**src/rtl/vcs_pkg.sv**
```systemverilog
// Shared types, constants and the control program for the cosine similarity block.
// No dependencies; every other file but vcs_checker imports this package.
`timescale 1ns / 1ps

package vcs_pkg;

  localparam int ELEM_W   = 16;                  // element width, Q8.8
  localparam int MAX_LEN  = 4096;                // pairs accumulated per vector
  localparam int CNT_W    = $clog2(MAX_LEN + 2);  // counts up to MAX_LEN+1
  localparam int DOT_W    = 45;
  localparam int NORM_W   = 44;
  localparam int CH_W     = (DOT_W + 1) / 2;     // chunk width for wide products
  localparam int MUL_W    = CH_W + 1;            // signed multiplier operand
  localparam int PROD_W   = 2 * MUL_W;
  localparam int NA_HI_W  = NORM_W - CH_W;
  localparam int DM_HI_W  = DOT_W - CH_W;
  localparam int WIDE_W   = 2 * DOT_W;           // wide product accumulator
  localparam int P_W      = 2 * NORM_W;          // norm_a * norm_b
  localparam int COS_W    = 16;
  localparam int FRAC_W   = COS_W - 1;
  localparam int M_W      = FRAC_W + 1;          // magnitude 0..2^FRAC_W
  localparam int K_W      = $clog2(M_W);
  localparam int R_W      = WIDE_W + 2 * FRAC_W; // dot^2 * 2^(2*FRAC_W)
  localparam int S_W      = R_W + 2;
  localparam int MP_W     = M_W + P_W;
  localparam int PC_W     = 5;

  typedef logic [PC_W-1:0] pc_t;

  typedef enum logic [3:0] {
    OPD_IN_A, OPD_IN_B, OPD_A, OPD_B,
    OPD_NA_LO, OPD_NA_HI, OPD_NB_LO, OPD_NB_HI,
    OPD_DM_LO, OPD_DM_HI
  } opd_t;

  typedef enum logic [2:0] {
    ACC_NONE, ACC_DOT, ACC_NA, ACC_NB, ACC_WIDE
  } acc_t;

  typedef enum logic [1:0] {
    SH_0, SH_1CH, SH_2CH
  } wsh_t;

  typedef enum logic [2:0] {
    OP_NOP, OP_PREP, OP_SAVE_P, OP_INIT, OP_TRIAL, OP_DECIDE, OP_FINISH
  } dp_op_t;

  typedef enum logic [2:0] {
    C_NEXT, C_JUMP, C_WAIT_IN, C_IF_NLAST, C_LOOP_K, C_WAIT_OUT
  } cond_t;

  typedef struct packed {
    logic   mul_en;
    opd_t   mul_a;
    opd_t   mul_b;
    acc_t   acc;
    wsh_t   sh;
    dp_op_t op;
    cond_t  cond;
    pc_t    target;
  } ctrl_t;

  typedef struct packed {
    logic full;
    logic last;
    logic k_zero;
    logic out_free;
  } stat_t;

  // Step numbers the program jumps to
  localparam pc_t PC_IDLE   = 5'd0;
  localparam pc_t PC_FINAL  = 5'd3;
  localparam pc_t PC_TRIAL  = 5'd16;

  // Control program: one word per step.
  function automatic ctrl_t ucode(input pc_t pc);
    ctrl_t w;
    w = '{mul_en: 1'b0, mul_a: OPD_A, mul_b: OPD_B, acc: ACC_NONE, sh: SH_0,
          op: OP_NOP, cond: C_NEXT, target: PC_IDLE};
    case (pc)
      5'd0: begin
        w.mul_en = 1'b1; w.mul_a = OPD_IN_A; w.mul_b = OPD_IN_B;
        w.acc = ACC_NB; w.cond = C_WAIT_IN; w.target = PC_FINAL;
      end
      5'd1: begin
        w.mul_en = 1'b1; w.mul_a = OPD_A; w.mul_b = OPD_A; w.acc = ACC_DOT;
      end
      5'd2: begin
        w.mul_en = 1'b1; w.mul_a = OPD_B; w.mul_b = OPD_B; w.acc = ACC_NA;
        w.cond = C_IF_NLAST; w.target = PC_IDLE;
      end
      5'd3: begin
        w.acc = ACC_NB; w.op = OP_PREP;
      end
      5'd4: begin
        w.mul_en = 1'b1; w.mul_a = OPD_NA_LO; w.mul_b = OPD_NB_LO;
      end
      5'd5: begin
        w.mul_en = 1'b1; w.mul_a = OPD_NA_LO; w.mul_b = OPD_NB_HI;
        w.acc = ACC_WIDE; w.sh = SH_0;
      end
      5'd6: begin
        w.mul_en = 1'b1; w.mul_a = OPD_NA_HI; w.mul_b = OPD_NB_LO;
        w.acc = ACC_WIDE; w.sh = SH_1CH;
      end
      5'd7: begin
        w.mul_en = 1'b1; w.mul_a = OPD_NA_HI; w.mul_b = OPD_NB_HI;
        w.acc = ACC_WIDE; w.sh = SH_1CH;
      end
      5'd8: begin
        w.acc = ACC_WIDE; w.sh = SH_2CH;
      end
      5'd9: begin
        w.op = OP_SAVE_P;
      end
      5'd10: begin
        w.mul_en = 1'b1; w.mul_a = OPD_DM_LO; w.mul_b = OPD_DM_LO;
      end
      5'd11: begin
        w.mul_en = 1'b1; w.mul_a = OPD_DM_LO; w.mul_b = OPD_DM_HI;
        w.acc = ACC_WIDE; w.sh = SH_0;
      end
      5'd12: begin
        w.mul_en = 1'b1; w.mul_a = OPD_DM_HI; w.mul_b = OPD_DM_LO;
        w.acc = ACC_WIDE; w.sh = SH_1CH;
      end
      5'd13: begin
        w.mul_en = 1'b1; w.mul_a = OPD_DM_HI; w.mul_b = OPD_DM_HI;
        w.acc = ACC_WIDE; w.sh = SH_1CH;
      end
      5'd14: begin
        w.acc = ACC_WIDE; w.sh = SH_2CH;
      end
      5'd15: begin
        w.op = OP_INIT;
      end
      5'd16: begin
        w.op = OP_TRIAL;
      end
      5'd17: begin
        w.op = OP_DECIDE; w.cond = C_LOOP_K; w.target = PC_TRIAL;
      end
      5'd18: begin
        w.op = OP_FINISH; w.cond = C_WAIT_OUT; w.target = PC_IDLE;
      end
      default: begin
        w.cond = C_JUMP; w.target = PC_IDLE;
      end
    endcase
    return w;
  endfunction

endpackage

```
**src/rtl/vcs_sequencer.sv**
```systemverilog
// Step counter and jump logic; reads control words from the program in vcs_pkg.
// Depends on vcs_pkg.
`timescale 1ns / 1ps

module vcs_sequencer
  import vcs_pkg::*;
(
  input  logic  clk,
  input  logic  rst_n,
  input  logic  in_tvalid,
  input  logic  in_tlast,
  input  stat_t stat,
  output logic  in_tready,
  output logic  in_take,
  output ctrl_t ctrl
);

  pc_t pc_r, pc_nxt;

  // Control word of the current step
  always_comb begin
    ctrl      = ucode(pc_r);
    in_tready = (ctrl.cond == C_WAIT_IN);
    in_take   = in_tready & in_tvalid;
  end

  // Next step
  always_comb begin
    pc_nxt = pc_r + pc_t'(1);
    case (ctrl.cond)
      C_NEXT:     pc_nxt = pc_r + pc_t'(1);
      C_JUMP:     pc_nxt = ctrl.target;
      C_WAIT_IN: begin
        if (!in_take) begin
          pc_nxt = pc_r;
        end else if (!stat.full) begin
          pc_nxt = pc_r + pc_t'(1);
        end else if (in_tlast) begin
          pc_nxt = ctrl.target;
        end else begin
          pc_nxt = pc_r;
        end
      end
      C_IF_NLAST: pc_nxt = stat.last ? pc_r + pc_t'(1) : ctrl.target;
      C_LOOP_K:   pc_nxt = stat.k_zero ? pc_r + pc_t'(1) : ctrl.target;
      C_WAIT_OUT: pc_nxt = stat.out_free ? ctrl.target : pc_r;
      default:    pc_nxt = PC_IDLE;
    endcase
  end

  always_ff @(posedge clk) begin
    if (!rst_n) begin
      pc_r <= PC_IDLE;
    end else begin
      pc_r <= pc_nxt;
    end
  end

endmodule

```
**config.mk**
```make
export PLATFORM = sky130hd
export DESIGN_NAME = vcs_sequencer
export DESIGN_NICKNAME = d
export VERILOG_FILES = /design/src/rtl/vcs_pkg.sv /design/src/rtl/vcs_sequencer.sv
export SDC_FILE = /design/constraint.sdc
export NUM_CORES = 1
export LEC_CHECK = 0
export BUFFER_PORTS_ARGS = -buffer_cell sky130_fd_sc_hd__buf_2
export CELL_PAD_IN_SITES_DETAIL_PLACEMENT = 1
export CELL_PAD_IN_SITES_GLOBAL_PLACEMENT = 1
export CORE_ASPECT_RATIO = 2
export CORE_MARGIN = 10
export CORE_UTILIZATION = 30
export CTS_CLUSTER_DIAMETER = 60
export CTS_CLUSTER_SIZE = 8
export DETAILED_ROUTE_END_ITERATION = 12
export PLACE_DENSITY = 0.81
export SLEW_MARGIN = 20
export SYNTH_ARGS = -nofsm -noshare
export SYNTH_HDL_FRONTEND = slang
export SYNTH_SLANG_ARGS = --single-unit
```
**constraint.sdc**
```tcl
create_clock -name clk -period 2.21 [get_ports clk]
set_clock_uncertainty 0.1 [all_clocks]
set_input_delay 0.221 -clock clk [delete_from_list [all_inputs] [get_ports clk]]
set_output_delay 0.221 -clock clk [all_outputs]
set_load 0.01 [all_outputs]
```
==> metrics.cfg <==
[clock_network]
cts_tree = yes
worst_skew_pair.late_latency_ns = 0.23
cts_inserted_buffers = 3
clk_path_buf_depth = 2
clkSinkCount = 5
clk_pin_slew_ns = 0.04
ctsHoldBuffers = 0
cts-root-buf = clkbuf_8
cts.htree.levels = 1

[detailed_routing]
drc = 0
drtPass1Iterations = 4
vias_per_cell = 5.766
ant_nets = 0
wl_microns = 4390
wire_per_inst_microns = 21.41
vias = 1182
drt_iter0_drc = 33

[worst_setup_path]
critPathKind = reg -> reg
path_max_fanout = 6
r2r_setup_slack_ns = -0.10
cp_slowest_cell = dfxtp_4
crit_chain = buf_4 -> ha_4 -> a21oi_1 -> a311oi_2 -> buf_4 -> nor3_4 -> buf_4 -> o21a_2 -> o41ai_2
cp.arrival_ns = 2.33
crit_path_frequent_cell = buf_4
rr_endpoint = pc_r[0]$_SDFFE_PN0P_
rr_worst_depth = 9
r2r_start = pc_r[0]$_SDFFE_PN0P_
cpPeakStageDelay_ns = 0.38
start_kind = flip-flop
crit_required_ns = 2.23
cp-end-kind = flip-flop

[sta]
maxSlewViolCount = 0
hold_ws_ns = 0.1939
layout_setup_ws_ns = -0.1009
fin_crit_ns = 2.311
setup_tns_ns = -0.2649
setup_violations = 5
rsz0062_at_grt = yes
fin_crit_sh = 1.046
finalHoldViolCount = 0
clock.fmax_mhz = 432.7

[global_route]
overflow = 0
grt_pass1_vias = 1308
antenna_found_initial = 0
grt_first_pass_wirelength_microns = 6361
grt_usage = 0.1324
grt_start_max_net_pins = 14

[layout]
stdcell_area_sq_um = 1424
largest_register_ffs = 5
reg.largest.list = pc_r (5)
fin_nets = 189
syn2layout_area_growth_pct = 53.37
utilization = 0.4782
top_register = pc_r
fillers = 367
final_cells = 205
num_antenna_cells = 0
layout-drive-gt1-share = 0.5657

[synth]
ys.flop_type = dfxtp_1
ys_types = 53
ys_ff_latch = 5
syn_area_sq_um = 928.4
async_flop_share = 0
yosys_warnings = 0
ys_seq_area_frac = 0.1078
syn_avg_cell_area_sq_um = 7.310
synthCells = 127
synth_edf_count = 0

[floorplan]
start_util = 0.3118
die_area_sq_um = 5855
io_pins = 35
die_height_microns = 98.67
core.rowCount = 28
chipWidth_microns = 59.34
core_area_sq_um = 2978

[status]
status = finished, violations left
violations = setup timing

[worst_hold_path]
hold_path.class = in -> reg
hold_end = pc_r[4]$_SDFFE_PN0P_
whs_path_depth = 2
hp-start = rst_n

[pwr]
powerDensity_nw_per_um2 = 1057
total_power_mw = 1.506
ir_worst_vdd_v = 0.0006257
power_leakage_nw = 0.6663

[run]
cap_violations = 0

[placed_design]
gp_congestion = 0.8221
dp_slack_ns = -0.1269
place_inst = 191
placed_area_sq_um = 1146
numPortBuffers = 32
hpwl_microns = 3099

layer usage:
metal / routed length [microns] / track usage / part of all wire / vias up
li1: - / - / - / 545
met1: 1459 / 0.1197 / 0.33 / 596
met2: 2614 / 0.2607 / 0.60 / 32
met3: 174 / 0.02185 / 0.040 / 9
met4: 142 / 0.05684 / 0.032 / 0
met5: 0 / 0 / 0 / -
cells in the final DEF, fill, tap and decap left out, types with 2 or more instances in the layout:
master    netlist  layout
dfxtp_4         0       2
nor2_1          9       8
nand2b_4        0       4
buf_4          10      19
a31oi_1         4       4
a21oi_1         7       6
o211ai_1        2       2
buf_6           1       2
o21ai_0         7       7
nand3_1         3       3
clkbuf_8        0       3
nor3_2          1       2
inv_2           2       4
nor4_1          2       2
nor3_1          5       4
buf_2           0      32
ha_4            0       3
dfxtp_2         0       2
a311oi_2        0       2
inv_1          12       9
conb_1          1       2
buf_12          0       2
nand2_1         8       7
nand2b_1        5       2
o21a_1          2       2
where the power goes:
part           internal [mW]  total (mW)  switching [mW]
logic                  0.541        1.19           0.647
clock network          0.122       0.175          0.0532
registers              0.113       0.144          0.0308
total                  0.775        1.51           0.731
cell families (layout without fill, tap and decap cells):
family | after synthesis | in the layout | share of synthesized area
buffers and inverters | 27 | 74 | 0.1590
xor gates and xnor gates | 2 | 2 | 0.01887
AOI/OAI and AO/OA | 43 | 43 | 0.3747
adders and majority gates | 5 | 5 | 0.06739
other | 1 | 2 | 0.004039
DFF | 5 | 5 | 0.1078
and+or+nand+nor | 44 | 44 | 0.2682
cell usage after synthesis, types with 2 or more instances:
cell type	n	area, sq um
o211ai_1	2	15.01
o21ai_0	7	35.03
nand2b_1	5	31.28
buf_4	10	75.07
nor3_1	5	25.02
a21oi_1	7	35.03
inv_1	12	45.04
inv_2	2	7.510
o31ai_1	2	15.01
nand2_1	8	30.03
a31oi_1	4	25.02
nor4_1	2	12.51
nand3_1	3	15.01
a311oi_1	2	17.52
ha_1	5	62.56
o21a_1	2	15.01
nor2_1	9	33.78
dfxtp_1	5	100.1
worst max-delay path by stage:
stage | start | to | slack (ns) | depth (start not counted)
2_1_floorplan | pc_r[0]$_SDFFE_PN0P_ | pc_r[4]$_SDFFE_PN0P_ | 0.008 | 9
3_3_place_gp | pc_r[1]$_SDFFE_PN0P_ | pc_r[0]$_SDFFE_PN0P_ | 0.02 | 8
3_5_place_dp | pc_r[1]$_SDFFE_PN0P_ | pc_r[0]$_SDFFE_PN0P_ | -0.13 | 8
4_1_cts | pc_r[0]$_SDFFE_PN0P_ | ctrl[5] | -0.06 | 8
5_1_grt | pc_r[0]$_SDFFE_PN0P_ | pc_r[0]$_SDFFE_PN0P_ | -0.16 | 9
6_report | pc_r[0]$_SDFFE_PN0P_ | pc_r[0]$_SDFFE_PN0P_ | -0.10 | 9
worst max-delay path, delay by kind of cell (launching register included):
family	cells	cell delay [ns]
fa+ha+maj	1	0.21
buf+inv	3	0.48
simple gates	1	0.04
compound gates	4	1.00
flops	1	0.38
timing repair:
action | in CTS | in global routing
setup endpoints to repair | 18 | 15
setup buffers | 5 | 6
cloned | 0 | 0
pin swaps | 8 | 5
gates resized for setup | 17 | 13
area by class of cell:
cell class              count  area [sq um]  area share
inverters                  14         55.05     0.03866
repair buffers             56         370.4      0.2601
clock inverters             1         5.005    0.003515
flip-flops and latches      5         110.1     0.07733
well taps                  30         37.54     0.02636
clock buffers               3         41.29     0.02900
multi-input cells          96         804.5      0.5650
Note: power is estimated with default switching activity, not from simulation.
